### config.mk
export PLATFORM = sky130hd
export DESIGN_NAME = length_prefixed_frame_receiver_core_flat
export DESIGN_NICKNAME = d
export VERILOG_FILES = /design/src/design/lpfr_pkg.sv /design/src/design/lpfr_in_if.sv /design/src/design/lpfr_out_if.sv /design/src/design/lpfr_parser.sv /design/src/design/length_prefixed_frame_receiver_core.sv /design/src/flat_wrapper.sv
export SDC_FILE = /design/constraint.sdc
export NUM_CORES = 1
export LEC_CHECK = 0
export BUFFER_PORTS_ARGS = -buffer_cell sky130_fd_sc_hd__buf_4
export CORE_UTILIZATION = 60
export CTS_BUF_LIST = sky130_fd_sc_hd__clkbuf_4 sky130_fd_sc_hd__clkbuf_8
export DETAILED_ROUTE_END_ITERATION = 16
export PLACE_DENSITY = 0.81
export REMOVE_ABC_BUFFERS = 1
export SLEW_MARGIN = 20
export SYNTH_ARGS = -nofsm -noshare
export SYNTH_HDL_FRONTEND = slang
export SYNTH_SLANG_ARGS = --single-unit
### constraint.sdc
create_clock -name i_clk -period 6.9 [get_ports i_clk]
set_input_delay 0.69 -clock i_clk [delete_from_list [all_inputs] [get_ports i_clk]]
set_output_delay 0.69 -clock i_clk [all_outputs]
set_load 0.01 [all_outputs]
### src/design/lpfr_pkg.sv
// Shared types, constants and helpers for the length-prefixed frame receiver.
`timescale 1ns / 1ps
`default_nettype none

package lpfr_pkg;

    // Configuration register indexes
    localparam logic [1:0] CFG_IDX_HOST_ID  = 2'd0;
    localparam logic [1:0] CFG_IDX_MAX_LEN  = 2'd1;
    localparam int         CFG_IDX_W        = 2;
    localparam int         CFG_DATA_W       = 8;

    localparam logic [7:0] HOST_ID_RESET    = 8'd0;
    localparam logic [6:0] MAX_LEN_RESET    = 7'd64;

    // Frame layout
    localparam logic [6:0] IDX_LENGTH       = 7'd0;
    localparam logic [6:0] IDX_TARGET       = 7'd1;
    localparam logic [6:0] IDX_KIND         = 7'd4;
    localparam logic [6:0] HEADER_BYTES     = 7'd5;
    localparam logic [7:0] MIN_HEADER_LEN   = 8'd5;
    localparam logic [7:0] MIN_FRAME_LEN    = 8'd6;
    localparam logic [7:0] MAX_FRAME_LEN    = 8'd120;
    localparam logic [7:0] KIND_DATA_A      = 8'd2;
    localparam logic [7:0] KIND_DATA_B      = 8'd3;

    // Verdict codes
    localparam logic [2:0] VERDICT_PENDING  = 3'd0;
    localparam logic [2:0] VERDICT_GOOD     = 3'd1;
    localparam logic [2:0] VERDICT_BAD_LEN  = 3'd2;
    localparam logic [2:0] VERDICT_BAD_TGT  = 3'd3;
    localparam logic [2:0] VERDICT_BAD_KIND = 3'd4;
    localparam logic [2:0] VERDICT_BAD_SUM  = 3'd5;
    localparam logic [2:0] VERDICT_BANNER   = 3'd6;

    typedef struct packed {
        logic [7:0] host_id;
        logic [6:0] max_frame_len;
    } t_cfg;

    typedef struct packed {
        logic [7:0] data_byte;
        logic [6:0] byte_index;
        logic       frame_done;
        logic [2:0] verdict;
    } t_result;

    // Reboot banner "Enter", one character per header position
    function automatic logic [7:0] banner_char(input logic [2:0] pos);
        logic [7:0] ch;
        unique case (pos)
            3'd0:    ch = 8'h45;
            3'd1:    ch = 8'h6E;
            3'd2:    ch = 8'h74;
            3'd3:    ch = 8'h65;
            3'd4:    ch = 8'h72;
            default: ch = 8'h00;
        endcase
        return ch;
    endfunction

endpackage

`default_nettype wire

### src/design/lpfr_in_if.sv
// Valid/ready channel carrying one received serial byte per request.
`timescale 1ns / 1ps
`default_nettype none

interface lpfr_in_if;
    logic       valid;
    logic       ready;
    logic [7:0] rx_byte;

    modport source (output valid, output rx_byte, input ready);
    modport sink   (input valid, input rx_byte, output ready);
endinterface

`default_nettype wire

### src/design/lpfr_out_if.sv
// Valid/ready channel carrying one echoed byte with its frame status per request.
`timescale 1ns / 1ps
`default_nettype none

interface lpfr_out_if;
    logic       valid;
    logic       ready;
    logic [7:0] data_byte;
    logic [6:0] byte_index;
    logic       frame_done;
    logic [2:0] verdict;

    modport source (output valid, output data_byte, output byte_index,
                    output frame_done, output verdict, input ready);
    modport sink   (input valid, input data_byte, input byte_index,
                    input frame_done, input verdict, output ready);
endinterface

`default_nettype wire

### src/design/lpfr_parser.sv
// Frame parser: byte position, header capture, running sum and verdict logic.
`timescale 1ns / 1ps
`default_nettype none

module lpfr_parser (
    input  wire logic            i_clk,
    input  wire logic            i_rst_n,
    input  wire logic            i_accept,
    input  wire logic [7:0]      i_rx_byte,
    input  wire lpfr_pkg::t_cfg  i_cfg,
    output lpfr_pkg::t_result    o_result
);

    logic [6:0] r_byte_count, n_byte_count;
    logic [7:0] r_frame_length, n_frame_length;
    logic [7:0] r_running_sum, n_running_sum;
    logic [7:0] r_target_byte, n_target_byte;
    logic [7:0] r_kind_byte, n_kind_byte;
    logic       r_banner_match, n_banner_match;

    logic       in_header;
    logic [7:0] len_now;
    logic [7:0] sum_now;
    logic       banner_now;
    logic [7:0] next_pos;
    logic       done;
    logic [2:0] verdict;

    always_comb begin
        in_header  = (r_byte_count < lpfr_pkg::HEADER_BYTES);
        len_now    = (r_byte_count == lpfr_pkg::IDX_LENGTH) ? i_rx_byte : r_frame_length;
        sum_now    = r_running_sum + i_rx_byte;
        banner_now = r_banner_match &&
                     !(in_header && (i_rx_byte != lpfr_pkg::banner_char(r_byte_count[2:0])));
        next_pos   = {1'b0, r_byte_count} + 8'd1;

        done    = 1'b0;
        verdict = lpfr_pkg::VERDICT_PENDING;
        if (in_header) begin
            if ((len_now < lpfr_pkg::MIN_HEADER_LEN) ||
                (len_now > {1'b0, i_cfg.max_frame_len})) begin
                done    = 1'b1;
                verdict = lpfr_pkg::VERDICT_BAD_LEN;
            end
        end else if (next_pos >= r_frame_length) begin
            done = 1'b1;
            priority if (r_target_byte != i_cfg.host_id) begin
                verdict = lpfr_pkg::VERDICT_BAD_TGT;
            end else if ((r_kind_byte != lpfr_pkg::KIND_DATA_A) &&
                         (r_kind_byte != lpfr_pkg::KIND_DATA_B)) begin
                verdict = lpfr_pkg::VERDICT_BAD_KIND;
            end else if ((r_frame_length < lpfr_pkg::MIN_FRAME_LEN) ||
                         (r_frame_length > lpfr_pkg::MAX_FRAME_LEN) ||
                         (sum_now != 8'd0)) begin
                verdict = lpfr_pkg::VERDICT_BAD_SUM;
            end else begin
                verdict = lpfr_pkg::VERDICT_GOOD;
            end
        end else if (r_banner_match) begin
            // header spelled the reboot banner: the far end restarted
            done    = 1'b1;
            verdict = lpfr_pkg::VERDICT_BANNER;
        end

        o_result.data_byte  = i_rx_byte;
        o_result.byte_index = r_byte_count;
        o_result.frame_done = done;
        o_result.verdict    = verdict;
    end

    always_comb begin
        n_byte_count   = r_byte_count;
        n_frame_length = r_frame_length;
        n_running_sum  = r_running_sum;
        n_target_byte  = r_target_byte;
        n_kind_byte    = r_kind_byte;
        n_banner_match = r_banner_match;
        if (i_accept) begin
            if (done) begin
                n_byte_count   = '0;
                n_frame_length = '0;
                n_running_sum  = '0;
                n_target_byte  = '0;
                n_kind_byte    = '0;
                n_banner_match = 1'b1;
            end else begin
                n_byte_count   = next_pos[6:0];
                n_frame_length = len_now;
                n_running_sum  = sum_now;
                n_banner_match = banner_now;
                if (r_byte_count == lpfr_pkg::IDX_TARGET) begin
                    n_target_byte = i_rx_byte;
                end
                if (r_byte_count == lpfr_pkg::IDX_KIND) begin
                    n_kind_byte = i_rx_byte;
                end
            end
        end
    end

    always_ff @(posedge i_clk) begin
        if (!i_rst_n) begin
            r_byte_count   <= '0;
            r_frame_length <= '0;
            r_running_sum  <= '0;
            r_target_byte  <= '0;
            r_kind_byte    <= '0;
            r_banner_match <= 1'b1;
        end else begin
            r_byte_count   <= n_byte_count;
            r_frame_length <= n_frame_length;
            r_running_sum  <= n_running_sum;
            r_target_byte  <= n_target_byte;
            r_kind_byte    <= n_kind_byte;
            r_banner_match <= n_banner_match;
        end
    end

`ifndef ASSERT_OFF
    a_restart_after_done: assert property (@(posedge i_clk) disable iff (!i_rst_n)
        (i_accept && done) |=> (r_byte_count == '0) && r_banner_match && (r_running_sum == '0))
        else $error("parser did not restart after a verdict");

    a_bad_len_in_header: assert property (@(posedge i_clk) disable iff (!i_rst_n)
        (verdict == lpfr_pkg::VERDICT_BAD_LEN) |-> in_header)
        else $error("bad length verdict past the header");

    a_banner_needs_match: assert property (@(posedge i_clk) disable iff (!i_rst_n)
        (verdict == lpfr_pkg::VERDICT_BANNER) |->
            (r_banner_match && (r_byte_count >= lpfr_pkg::HEADER_BYTES)))
        else $error("banner verdict without a banner match");
`endif

endmodule

`default_nettype wire

### src/design/length_prefixed_frame_receiver_core.sv
// Top level of the length-prefixed frame receiver: config registers and output skid stage.
// Usage:
//   i_rx   : valid/ready channel, one received serial byte per request.
//   o_res  : valid/ready channel, one result per byte: the byte echoed, its index
//            in the frame, a frame-done flag and a verdict (nonzero only on the
//            byte that ends or aborts the frame).
//   i_cfg_we/i_cfg_index/i_cfg_data: register writes, index 0 host_id,
//            index 1 max_frame_len (low 7 bits); other indexes are ignored.
//            Write only while no request is in flight.
// Output: each result is registered (output register, or skid entry if that is full).
// Throughput: one byte per cycle while i_rx.ready is high; parser state (count, length,
//   sum, header bytes, banner match) updates in the same cycle the byte is accepted.
// Stall: an output register plus one skid entry let a byte be accepted while a
//   result waits; i_rx.ready drops only when both hold results.
// Reset (synchronous, active low): parser restarts at index 0, output and skid
//   emptied, host_id = 0, max_frame_len = 64.
`timescale 1ns / 1ps
`default_nettype none

module length_prefixed_frame_receiver_core (
    input  wire logic                              i_clk,
    input  wire logic                              i_rst_n,
    lpfr_in_if.sink                                i_rx,
    lpfr_out_if.source                             o_res,
    input  wire logic                              i_cfg_we,
    input  wire logic [lpfr_pkg::CFG_IDX_W-1:0]    i_cfg_index,
    input  wire logic [lpfr_pkg::CFG_DATA_W-1:0]   i_cfg_data
);

    lpfr_pkg::t_cfg    r_cfg;
    lpfr_pkg::t_result parse_res;
    lpfr_pkg::t_result r_out;
    lpfr_pkg::t_result r_skid;
    logic              r_out_valid;
    logic              r_skid_valid;
    logic              accept;
    logic              pop;

    assign i_rx.ready = !r_skid_valid;
    assign accept     = i_rx.valid && !r_skid_valid;
    assign pop        = r_out_valid && o_res.ready;

    always_ff @(posedge i_clk) begin
        if (!i_rst_n) begin
            r_cfg.host_id       <= lpfr_pkg::HOST_ID_RESET;
            r_cfg.max_frame_len <= lpfr_pkg::MAX_LEN_RESET;
        end else if (i_cfg_we) begin
            unique case (i_cfg_index)
                lpfr_pkg::CFG_IDX_HOST_ID: r_cfg.host_id       <= i_cfg_data;
                lpfr_pkg::CFG_IDX_MAX_LEN: r_cfg.max_frame_len <= i_cfg_data[6:0];
                default: ;
            endcase
        end
    end

    lpfr_parser u_parser (
        .i_clk     (i_clk),
        .i_rst_n   (i_rst_n),
        .i_accept  (accept),
        .i_rx_byte (i_rx.rx_byte),
        .i_cfg     (r_cfg),
        .o_result  (parse_res)
    );

    // output register with one skid entry behind it
    always_ff @(posedge i_clk) begin
        if (!i_rst_n) begin
            r_out_valid  <= 1'b0;
            r_skid_valid <= 1'b0;
        end else if (r_skid_valid) begin
            if (pop) begin
                r_out        <= r_skid;
                r_skid_valid <= 1'b0;
            end
        end else if (accept) begin
            if (!r_out_valid || pop) begin
                r_out       <= parse_res;
                r_out_valid <= 1'b1;
            end else begin
                r_skid       <= parse_res;
                r_skid_valid <= 1'b1;
            end
        end else if (pop) begin
            r_out_valid <= 1'b0;
        end
    end

    assign o_res.valid      = r_out_valid;
    assign o_res.data_byte  = r_out.data_byte;
    assign o_res.byte_index = r_out.byte_index;
    assign o_res.frame_done = r_out.frame_done;
    assign o_res.verdict    = r_out.verdict;

`ifndef ASSERT_OFF
    a_skid_behind_out: assert property (@(posedge i_clk) disable iff (!i_rst_n)
        r_skid_valid |-> r_out_valid)
        else $error("skid entry held with empty output register");

    a_pending_iff_open: assert property (@(posedge i_clk) disable iff (!i_rst_n)
        r_out_valid |-> (r_out.frame_done == (r_out.verdict != lpfr_pkg::VERDICT_PENDING)))
        else $error("verdict and frame_done disagree");

    a_skid_drains: assert property (@(posedge i_clk) disable iff (!i_rst_n)
        (r_skid_valid && pop) |=> !r_skid_valid && r_out_valid)
        else $error("skid entry not moved to output on a pop");
`endif

endmodule

`default_nettype wire

### src/flat_wrapper.sv
// flat-port wrapper written by rule: the top's interface ports become plain ports
module length_prefixed_frame_receiver_core_flat 
  (i_clk, i_rst_n, i_cfg_we, i_cfg_index, i_cfg_data, i_rx_valid, i_rx_rx_byte, i_rx_ready, o_res_valid, o_res_data_byte, o_res_byte_index, o_res_frame_done, o_res_verdict, o_res_ready);
  lpfr_in_if i_rx_i ();
  lpfr_out_if o_res_i ();
  input  wire logic i_clk;
  input  wire logic i_rst_n;
  input  wire logic i_cfg_we;
  input  wire logic [lpfr_pkg::CFG_IDX_W-1:0] i_cfg_index;
  input  wire logic [lpfr_pkg::CFG_DATA_W-1:0] i_cfg_data;
  input wire logic [$bits(i_rx_i.valid)-1:0] i_rx_valid;
  input wire logic [$bits(i_rx_i.rx_byte)-1:0] i_rx_rx_byte;
  output wire logic [$bits(i_rx_i.ready)-1:0] i_rx_ready;
  output wire logic [$bits(o_res_i.valid)-1:0] o_res_valid;
  output wire logic [$bits(o_res_i.data_byte)-1:0] o_res_data_byte;
  output wire logic [$bits(o_res_i.byte_index)-1:0] o_res_byte_index;
  output wire logic [$bits(o_res_i.frame_done)-1:0] o_res_frame_done;
  output wire logic [$bits(o_res_i.verdict)-1:0] o_res_verdict;
  input wire logic [$bits(o_res_i.ready)-1:0] o_res_ready;
  assign i_rx_i.valid = i_rx_valid;
  assign i_rx_i.rx_byte = i_rx_rx_byte;
  assign i_rx_ready = i_rx_i.ready;
  assign o_res_valid = o_res_i.valid;
  assign o_res_data_byte = o_res_i.data_byte;
  assign o_res_byte_index = o_res_i.byte_index;
  assign o_res_frame_done = o_res_i.frame_done;
  assign o_res_verdict = o_res_i.verdict;
  assign o_res_i.ready = o_res_ready;
  length_prefixed_frame_receiver_core u_core (.i_clk(i_clk), .i_rst_n(i_rst_n), .i_rx(i_rx_i), .o_res(o_res_i), .i_cfg_we(i_cfg_we), .i_cfg_index(i_cfg_index), .i_cfg_data(i_cfg_data));
endmodule
==> summary.md, run 1 <==
| Metric | Value |
|---|---|
| Fin util | `71.6%` |
| Final setup violation count | `0` |
| Clock buffer depth | `2` |
| Largest stage delay on the critical path | `0.53 ns` |
| Seq/Total Area, Yosys | `48.4%` |
| Post_cts resized | `0` |
| Slew HR | `63.0%` |
| Wire per inst | `17.8 um` |
| WP data required | `7.16 ns` |
| Max Fclk | `251 MHz` |
| N_diodes | `0` |
| Total track usage | `26.7%` |
| CTS tree | `built` |
| R2R Setup Slk | `2.92 ns` |
| Worst R2R End | `u_core.u_parser.r_kind_byte[6]` |
| Crit-path cells | `inv_1, ha_1, nor2b_1, nand2_1, mux2_2, ha_1, and4_1, a41o_1, a31oi_1, o2bb2ai_4, nand2_4, o21ai_1, a22o_1` |
| Critical path class | `reg2reg` |
| Initial antenna violation count | `0` |
| Area occupied by multi-input gates | `0.00227 mm2` |
| Nets | `524` |
| Type of origin of the critical path | `flip-flop` |
| Share of cells above drive strength 1 | `19.5%` |
| Yosys cell types | `61` |
| Synth top area share | `24.4%` |
| Worst Setup End Kind | `flip-flop` |
| Syn Area/Cell | `10.9 um2` |
| IO Count | `44` |
| Site row count | `31` |
| Hold_buf cts | `0` |
| Die Wd | `90.3 um` |
| Via count | `3,447` |
| Peak supply drop | `0.104 mV` |
| Core ar. | `0.00741 mm2` |
| RR Startpoint | `u_core.u_parser.r_byte_count[0]` |
| Setup Buffers After CTS | `0` |
| Netlist Area Pre-Place | `0.00468 mm2` |
| Cts bufs inserted | `9` |
| Area growth syn-to-layout | `13.5%` |
| # DRC | `0` |
| Register area | `0.00226 mm2` |
| Die Y | `90.3 um` |
| Hold Crit Depth | `1` |
| First-pass DRT Iterations | `4` |
| Global-route wire length before repair | `17,100 um` |
| Root Driver | `clkbuf_8` |
| Total die area | `0.00815 mm2` |
| CP most frequent cell | `ha_1` |
| Final std cells w/o fill | `577` |
| Final HPWL DP | `7280 um` |
| Count leader, synth | `dfxtp_1` |
| Routability cong. | `0.875` |
| Worst min-delay path endpoint | `u_core.u_parser.r_running_sum[5]` |
| Power Dens Cells | `218 mW/mm2` |
| CP Data Arrival Time | `4.24 ns` |
| Hold path start | `u_core.u_parser.r_running_sum[5]` |
| Hold slack | `0.493 ns` |
| Crit path time final | `3.98 ns` |
| Layout Skew | `0.0131 ns` |
| Starting Density | `63.1%` |
| Main synth FF type | `dfxtp_1` |
| Slew @ Worst Pin | `0.554 ns` |
| Total gr overflow | `0` |
| Worst-path clk slew | `0.09 ns` |
| Post-synth top area cell | `edfxtp_1` |
| Sum Neg Setup Slack | `0 ns` |
| Worst hold path class | `reg2reg` |
| Max-Cap Viols | `0` |
| Fillers | `533` |
| Number of enable flip-flop cells after synthesis | `38` |
| Fin. max-slew vios | `0` |
| Post-Syn Instances | `429` |
| R2R depth | `13` |
| Crit path max-delay cell type | `dfxtp_1` |
| Top cells by count, synth | `56 x dfxtp_1, 38 x edfxtp_1, 35 x a22o_1, 27 x ha_1, 25 x nor2_1` |
| Final period util | `57.6%` |
| Synth Warn # | `0` |
| Routed wire length | `10,300 um` |
| RSZ-0062 raised after global routing | `false` |
| 1st-iter DRT viols | `280` |
| TritonCTS sink count | `94` |
| PortBufs | `43` |
| Asr flop ratio synth | `0%` |
| H-tree Lvls | `3` |
| Clk_lat worst skew | `0.38 ns` |
| Final hold violation count | `0` |
| DP Cell Count | `561` |
| Vias/cell | `5.97` |
| Number of global-route vias before repair | `3,557` |
| Register bit total from synthesis | `94` |
| Worst Path Max Fanout | `10` |
| Status | `finished clean` |
| ANT nets after route | `0` |
| Largest net degree at the start of global routing | `30` |
| Synth top area cells | `edfxtp_1 24%, dfxtp_1 24%, ha_1 7.2%` |
| Leak | `0.00208 uW` |
-- stage by stage --
stage | setup slack [ns] | instance area [um2] | power (uW)
6_report | 2.92 | 5310 | 1160
5_1_grt | 2.70 | 5310 | 1200
4_1_cts | 2.98 | 5310 | 1150
3_5_place_dp | 3.02 | 5110 | 789
3_3_place_gp | 3.19 | 5110 | 783
2_1_floorplan | 3.30 | 4620 | 727
-- cell type report --
cell class,instances,area share (%)
well taps,99,2.33
flip-flops and latches,94,42.6
inverters,24,1.70
repair buffers,48,6.79
multi-input cells,296,42.8
clock inverters,5,1.13
clock buffers,11,2.62
-- critical path, delay by kind of cell (launching register included) --
kind            cells  cell delay (ns)
flops               1             0.53
buf+inv             1             0.14
compound gates      5             1.30
mux                 1             0.40
fa+ha+maj           2             0.63
simple gates        4             0.88
-- logic make-up (layout without fill, tap and decap cells) --
family | Yosys count | count (layout) | synth area share, %
compound gates | 103 | 103 | 16.5
xor+xnor | 19 | 19 | 3.56
fa+ha+maj | 28 | 28 | 7.65
buf+inv | 39 | 88 | 3.18
flops | 94 | 94 | 48.4
mux | 33 | 33 | 7.54
simple gates | 113 | 113 | 13.2
-- placed cells by master (no fill, tap or decap), types with 5 or more instances in the layout --
master	instances
mux2i_1	15
nor2b_1	18
nand2b_1	5
nor2_1	25
a21oi_1	13
nor3_1	6
xnor2_1	16
dfxtp_1	56
inv_1	23
nor4_1	7
buf_4	48
a22o_1	35
edfxtp_1	38
clkbuf_8	9
nand2_1	23
nand3_1	8
o21ai_0	20
mux2_2	18
ha_1	27
-- power by group --
group	leakage [uW]	total [uW]	internal (uW)	switching, uW
clock	0.0000973	379	177	202
sequential	0.000809	607	596	11.1
combinational	0.00117	171	71.8	98.8
-- worst max path at each step --
| stage | startpoint | to | slack, ns | depth (start not counted) |
|---|---|---|---|---|
| 3_5_place_dp | u_core.u_parser.r_byte_count[0] | u_core.u_parser.r_kind_byte[5] | 3.02 | 13 |
| 6_report | u_core.u_parser.r_byte_count[0] | u_core.u_parser.r_kind_byte[6] | 2.92 | 13 |
| 3_3_place_gp | u_core.u_parser.r_byte_count[0] | u_core.u_parser.r_kind_byte[3] | 3.19 | 13 |
| 2_1_floorplan | u_core.r_skid_valid | u_core.r_skid[0] | 3.30 | 3 |
| 4_1_cts | u_core.u_parser.r_byte_count[0] | u_core.u_parser.r_kind_byte[6] | 2.98 | 13 |
| 5_1_grt | u_core.u_parser.r_byte_count[0] | u_core.u_parser.r_target_byte[1] | 2.70 | 13 |
-- metal layers --
layer | vias to the layer above | global-route usage (%) | wire length [um]
li1 | 1677 | - | -
met1 | 1639 | 32.8 | 4200
met2 | 108 | 43.3 | 5050
met3 | 23 | 6.57 | 701
met4 | 0 | 14.7 | 317
met5 | - | 0 | 0
-- flip-flops by register name (all words and copies together) (netlist names) --
name                            count
u_core.u_parser.r_running_sum       8
u_core.u_parser.r_byte_count        7
u_core.o_res.frame_done             1
u_core.r_skid                      19
u_core.r_cfg                       15
u_core.o_res.data_byte              8
u_core.u_parser.r_frame_length      8
u_core.o_res.byte_index             7
u_core.r_skid_valid                 1
u_core.o_res.verdict                3
u_core.u_parser.r_banner_match      1
u_core.u_parser.r_kind_byte         7
u_core.u_parser.r_target_byte       8
u_core.o_res.valid                  1
Note: power is estimated with default switching activity, not from simulation.
==> run 2: changes to the inputs <==
--- a/config.mk
+++ b/config.mk
@@ -5,11 +5,12 @@
 export SDC_FILE = /design/constraint.sdc
 export NUM_CORES = 1
 export LEC_CHECK = 0
+export ABC_AREA = 1
 export BUFFER_PORTS_ARGS = -buffer_cell sky130_fd_sc_hd__buf_4
-export CORE_UTILIZATION = 60
+export CORE_UTILIZATION = 56
 export CTS_BUF_LIST = sky130_fd_sc_hd__clkbuf_4 sky130_fd_sc_hd__clkbuf_8
 export DETAILED_ROUTE_END_ITERATION = 16
-export PLACE_DENSITY = 0.81
+export PLACE_DENSITY = 0.79
 export REMOVE_ABC_BUFFERS = 1
 export SLEW_MARGIN = 20
 export SYNTH_ARGS = -nofsm -noshare
==> constraint.sdc (replaced) <==
create_clock -name i_clk -period 3.2 [get_ports i_clk]
set_input_delay 0.32 -clock i_clk [delete_from_list [all_inputs] [get_ports i_clk]]
set_output_delay 0.32 -clock i_clk [all_outputs]
set_load 0.01 [all_outputs]
==> run 2 against run 1 <==
  * Non-clock buffer count grew 7
  * Wire length increased by 9.8%
  * First-iteration DRC count rose by 3.6%
  * Highest routed layer unchanged
==> summary.md, run 2 <==
| Metric | Value |
|---|---|
| Power Dens Cells | `482 mW/mm2` |
| Final std cells w/o fill | `756` |
| Largest family of logic cells by synthesized area | `simple AND/OR/NAND/NOR gates` |
| Wire per inst | `14.9 um` |
| Final period util | `92.1%` |
| Post-synth top area cell | `edfxtp_1` |
| Core ar. | `0.00834 mm2` |
| Final setup violation count | `0` |
| Final hold violation count | `0` |
| Commonest non-fill, non-tap cells in the layout | `139 x nand2_1, 59 x nand3_1, 55 x a21oi_1, 55 x buf_4, 55 x dfxtp_1` |
| Number of enable flip-flop cells after synthesis | `38` |
| Compound-gate portion of the synthesized area | `11.2%` |
| Syn Area/Cell | `8.13 um2` |
| Worst Setup End Kind | `flip-flop` |
| Total gr overflow | `0` |
| Final HPWL DP | `7860 um` |
| Initial antenna violation count | `0` |
| Hold slack | `0.180 ns` |
| Cts bufs inserted | `9` |
| First-pass DRT Iterations | `6` |
| Main synth FF type | `dfxtp_1` |
| Via count | `4,254` |
| Register bit total from synthesis | `94` |
| Max-Cap Viols | `0` |
| Crit-path cells | `inv_2, ha_1, inv_1, nor2_4, nand3_4, nand2_1, nand2_1, inv_1, ha_1, nand2_1, nor2_1, nand2_1, nand3_1, nand2_1, nand2_1, a21oi_2, nand2_2, nand2_4, buf_4, nand3_1, a21oi_1` |
| Buf/Inv on CP | `4` |
| H-tree Lvls | `3` |
| 1st-iter DRT viols | `290` |
| IO Count | `44` |
| Total track usage | `26.2%` |
| Layout Skew | `0.0120 ns` |
| CP most frequent cell | `nand2_1` |
| Fin util | `66.2%` |
| Int Pwr | `1820 uW` |
| Post-Syn Instances | `601` |
| Netlist Area Pre-Place | `0.00488 mm2` |
| Largest stage delay on the critical path | `0.37 ns` |
| RSZ-0062 raised after global routing | `false` |
| Setup WS post-layout | `0.252 ns` |
| PortBufs | `43` |
| Registers with the most flip-flops | `u_core.r_skid (19), u_core.r_cfg (15)` |
| Slew HR | `62.8%` |
| Starting Density | `58.6%` |
| Global-route wire length before repair | `18,100 um` |
| Leak | `0.00231 uW` |
| # DRC | `0` |
| Asr flop ratio synth | `0%` |
| Top cells by count, synth | `139 x nand2_1, 59 x nand3_1, 56 x dfxtp_1, 55 x a21oi_1, 49 x inv_1` |
| Peak supply drop | `0.235 mV` |
| Count leader, synth | `nand2_1` |
| Worst Path Max Fanout | `14` |
| Synth Warn # | `0` |
| Switching Power | `846 uW` |
| Worst hold path class | `in2reg` |
| Worst-path clk slew | `0.10 ns` |
| CP Data Arrival Time | `3.24 ns` |
| Clk_lat worst skew | `0.36 ns` |
| Sw Share | `31.8%` |
| ANT nets after route | `0` |
| N_diodes | `0` |
| Synth top area share | `23.4%` |
| Max reg flops | `19` |
| Number of global-route vias before repair | `3,817` |
| Yosys cell types | `36` |
| Clock buffer depth | `2` |
| Critical path class | `reg2reg` |
| TritonCTS sink count | `94` |
| Slew @ Worst Pin | `0.555 ns` |
| Register with the most flip-flops | `u_core.r_skid` |
| CTS tree | `built` |
| Max Fclk | `339 MHz` |
| Pwr Total | `2660 uW` |
| Share of cells above drive strength 1 | `15.5%` |
| Hold_buf cts | `0` |
| Synth top area cells | `edfxtp_1 23%, dfxtp_1 23%, nand2_1 11%` |
| Routed wire length | `11,300 um` |
| Die Y | `95.4 um` |
| Largest net degree at the start of global routing | `40` |
| Clock Power Share | `27.2%` |
| WP data required | `3.49 ns` |
| Mux cell area share after synthesis | `0%` |
| Area growth syn-to-layout | `13.1%` |
| R2R Setup Slk | `0.25 ns` |
| Vias/cell | `5.63` |
| Cell family with most CP delay | `simple AND/OR/NAND/NOR gates` |
| Sequential Power Share | `50.1%` |
| DP Cell Count | `737` |
| Type of origin of the critical path | `flip-flop` |
| Routability cong. | `0.836` |
| Root Driver | `clkbuf_8` |
| Fin. max-slew vios | `0` |
| Total die area | `0.00910 mm2` |
| Crit path time final | `2.95 ns` |
| Seq/Total Area, Yosys | `46.3%` |
| Gate power share | `22.7%` |
| Dpl ws | `0.104 ns` |
| Adder-cell area share of the yosys netlist | `7.33%` |
| Site row count | `33` |
| Post-Synth Simple-Gate Area | `24.8%` |
| Leading cell type in the layout, fill and taps excluded | `nand2_1` |
| Nets | `697` |
| Post-Synth XOR/XNOR Area | `3.23%` |
| Die Wd | `95.4 um` |
| Crit path max-delay cell type | `dfxtp_1` |
| Status | `finished clean` |
## run 2: path summary, 6_finish.rpt
path                                                       from                               end  cells past startpoint
worst max-delay path            u_core.u_parser.r_byte_count[1]  u_core.u_parser.r_target_byte[2]                     21
worst min-delay path                              i_cfg_data[6]                   u_core.r_cfg[6]                      3
worst min register to register                  u_core.r_cfg[4]                   u_core.r_cfg[4]                      2
worst max register to register  u_core.u_parser.r_byte_count[1]  u_core.u_parser.r_target_byte[2]                     21
## run 2: final cells by class
cell class / count / area (um2)
fill: 701 / 2820
multi-input combinational: 425 / 2310
sequential: 94 / 2260
timing repair buffer: 55 / 413
inverter: 61 / 229
clock buffer: 10 / 131
tap: 105 / 131
clock inverter: 6 / 46.3
## run 2: cells by family (layout without fill, tap and decap cells)
group | after synthesis | in the layout
AO/OA/AOI/OAI | 102 | 102
XOR/XNOR | 18 | 18
buffers and inverters | 83 | 132
AND/OR/NAND/NOR | 276 | 277
flip-flops | 94 | 94
adder cells (fa/ha/maj) | 28 | 28
## run 2: what timing repair did
action / in CTS / in global routing
setup endpoints to repair: 0 / 35
gates resized for setup: 0 / 7
hold endpoints to repair: 0 / 0
buffers inserted: 0 / 2
## run 2: power by group through the flow
stage               clock [uW]  combinational (uW)  sequential, uW
CTS                        729                 581            1330
detailed placement           0                 577            1360
finish                     725                 604            1330
global route               793                 677            1340
floorplan                    0                 373            1370
global placement             0                 556            1360
## run 2: metal layers
layer / track usage [%] / share of wire (%) / vias to the layer above / routed length (um)
met5: 0 / 0 / - / 0
met2: 43.6 / 49 / 189 / 5490
met3: 4.78 / 6.7 / 32 / 757
met4: 10.8 / 2.3 / 0 / 263
li1: - / - / 2097 / -
met1: 33.4 / 42 / 1936 / 4760
## run 2: metrics by stage
| stage | setup TNS, ns | area (um2) |
|---|---|---|
| finish | 0 | 5520 |
| global route | 0 | 5520 |
| CTS | 0 | 5480 |
| detailed placement | 0 | 5300 |
| global placement | 0 | 5300 |
| floorplan | -5.94 | 4760 |
## run 2: tightest hold or removal path, cell delays in order
cell and delay [ns]:
buf_4 0.08, nand2_1 0.04, o211ai_1 0.06
==> run 3: changes to the inputs <==
==> constraint.sdc (replaced) <==
create_clock -name i_clk -period 2.5 [get_ports i_clk]
set_input_delay 0.25 -clock i_clk [delete_from_list [all_inputs] [get_ports i_clk]]
set_output_delay 0.25 -clock i_clk [all_outputs]
set_load 0.01 [all_outputs]
==> run 3 against run 2 <==
  * The flow now finishes with violations (setup timing)
  * Non-clock buffer count rose by 65
  * Cell count increased by 8.6%
  * Fmax is 5.2% lower
  * Die area is the same
  * Wire length up 45%
  * Sequential share of layout area shrank 6.4 points
  * Clock skew increased by 0.0033 ns
  * Register-to-register slack got worse by 0.86 ns
  * Cell area is 19% higher
  * Critical path type unchanged
  * Highest routed layer unchanged
==> summary.md, run 3 (synthesized netlist as in run 2, its figures left out) <==
| Metric | Value |
|---|---|
| Site row count | `33` |
| End point of the critical path | `u_core.u_parser.r_byte_count[0]` |
| Register with the most flip-flops | `u_core.r_skid` |
| Peak supply drop | `0.387 mV` |
| PortBufs | `43` |
| # DRC | `0` |
| Max reg flops | `19` |
| Slew @ Worst Pin | `0.722 ns` |
| CP Data Arrival Time | `3.35 ns` |
| Die Wd | `95.4 um` |
| Leading cell type in the layout, fill and taps excluded | `nand2_1` |
| Fin. max-slew vios | `0` |
| Worst hold path class | `in2reg` |
| Total die area | `0.00910 mm2` |
| Root Driver | `clkbuf_8` |
| Routed wire length | `16,300 um` |
| Final hold violation count | `0` |
| Max Fclk | `322 MHz` |
| Cell family with most CP delay | `simple AND/OR/NAND/NOR gates` |
| Status | `finished with violations` |
| Buf/Inv on CP | `5` |
| Wire per inst | `19.9 um` |
| Worst R2R End | `u_core.u_parser.r_byte_count[0]` |
| Crit path max-delay cell type | `dfxtp_4` |
| Vias/cell | `6.22` |
| Number of global-route vias before repair | `4,349` |
| Total track usage | `30.5%` |
| Final setup violation count | `47` |
| Initial antenna violation count | `0` |
| Crit-path cells | `inv_4, buf_6, ha_4, inv_2, nor2_4, nand3_4, buf_6, o21ai_4, ha_4, nand2_2, nor2_2, nand2_1, nand3_1, nand2_1, nand2_1, a21oi_2, nand2_2, nand3_4, buf_4, nand2_2, nor3_2` |
| Share of cells above drive strength 1 | `32.3%` |
| Largest net degree at the start of global routing | `39` |
| Starting Density | `58.6%` |
| IO Count | `44` |
| Worst Path Max Fanout | `5` |
| Registers with the most flip-flops | `u_core.r_skid (19), u_core.r_cfg (15)` |
| RSZ-0062 raised after global routing | `true` |
| Via count | `5,105` |
| Leak | `0.00276 uW` |
| Total gr overflow | `0` |
| Commonest non-fill, non-tap cells in the layout | `125 x nand2_1, 102 x buf_4, 54 x dfxtp_1` |
| Failing checks | `setup timing` |
| Cts bufs inserted | `9` |
| ANT nets after route | `0` |
| R2R depth | `21` |
| Crit path time final | `3.11 ns` |
| Crit path from | `u_core.u_parser.r_byte_count[0]` |
| Worst Setup End Kind | `flip-flop` |
| Largest stage delay on the critical path | `0.37 ns` |
| Fin util | `78.7%` |
| H-tree Lvls | `3` |
| Hold_buf cts | `0` |
| Global-route wire length before repair | `21,000 um` |
| Final period util | `124%` |
| Dpl ws | `-0.321 ns` |
| Die Y | `95.4 um` |
| Core ar. | `0.00834 mm2` |
| Clk_lat worst skew | `0.36 ns` |
| Critical path class | `reg2reg` |
| Layout Skew | `0.0152 ns` |
| Clock buffer depth | `2` |
| TritonCTS sink count | `94` |
| Final HPWL DP | `8250 um` |
| WP data required | `2.74 ns` |
| 1st-iter DRT viols | `719` |
| N_diodes | `0` |
| Setup WS post-layout | `-0.608 ns` |
| Type of origin of the critical path | `flip-flop` |
| First-pass DRT Iterations | `5` |
| Nets | `762` |
| WP depth | `21` |
| Routability cong. | `0.846` |
| R2R Setup Slk | `-0.61 ns` |
| Slew HR | `51.6%` |
| RR Startpoint | `u_core.u_parser.r_byte_count[0]` |
| CTS tree | `built` |
| Max-Cap Viols | `0` |
| Worst-path clk slew | `0.09 ns` |
| Power Dens Cells | `638 mW/mm2` |
| Area growth syn-to-layout | `34.4%` |
## run 3: changes by cell type in the layout (fill, tap and decap cells not counted), moves of 11 or more
cell	before	now
buf_4	55	102
buf_6	0	11
nand2_2	1	13
nand3_1	59	40
nand2_1	139	125
nand3_2	2	18
## run 3: metal layers
metal / track usage (%) / wire length (um) / up-vias
met2: 52.5 / 7510 / 415
met5: 0 / 0 / -
li1: - / - / 2224
met4: 14.2 / 1430 / 0
met3: 4.31 / 1760 / 138
met1: 37.5 / 5620 / 2328
## run 3: worst min-delay path by stage
stage	start	endpoint	slack, ns	cells after the start
finish	i_rx_rx_byte[2]	u_core.r_skid[13]	0.13	1
global route	i_rx_rx_byte[2]	u_core.r_skid[13]	0.11	1
CTS	i_rx_rx_byte[2]	u_core.r_skid[13]	0.12	1
detailed placement	u_core.r_cfg[2]	u_core.r_cfg[2]	0.45	2
global placement	u_core.r_cfg[2]	u_core.r_cfg[2]	0.45	2
floorplan	i_rst_n	u_core.r_cfg[6]	0.35	1
## run 3: layout make-up
type | count | area (um2)
fill | 468 | 1780
sequential | 94 | 2270
inverter | 61 | 234
clock inverter | 5 | 82.6
clock buffer | 11 | 139
timing repair buffer | 120 | 1040
multi-input combinational | 425 | 2660
tap | 105 | 131
## run 3: power breakdown
group	internal [uW]	switching, uW
Combinational	583	754
Sequential	1670	45.8
Clock	591	549
## run 3: what timing repair did
action / in CTS / in global routing
resized for setup: 42 / 61
gates cloned: 1 / 5
pin swaps: 3 / 43
endpoints found under the hold margin: 0 / 0
buffers inserted: 13 / 14
setup endpoints to repair: 47 / 47
## run 3: per-stage QoR
step	setup TNS (ns)	hold WS [ns]	total power, uW	instances	area (um2)
finish	-21.42	0.127	4190	821	6560
CTS	-6.19	0.119	3810	803	6090
global route	-30.16	0.111	4340	821	6560
detailed placement	-11.36	0.451	2590	773	5590
global placement	-6.67	0.451	2560	773	5590
floorplan	-32.32	0.349	2230	579	4760
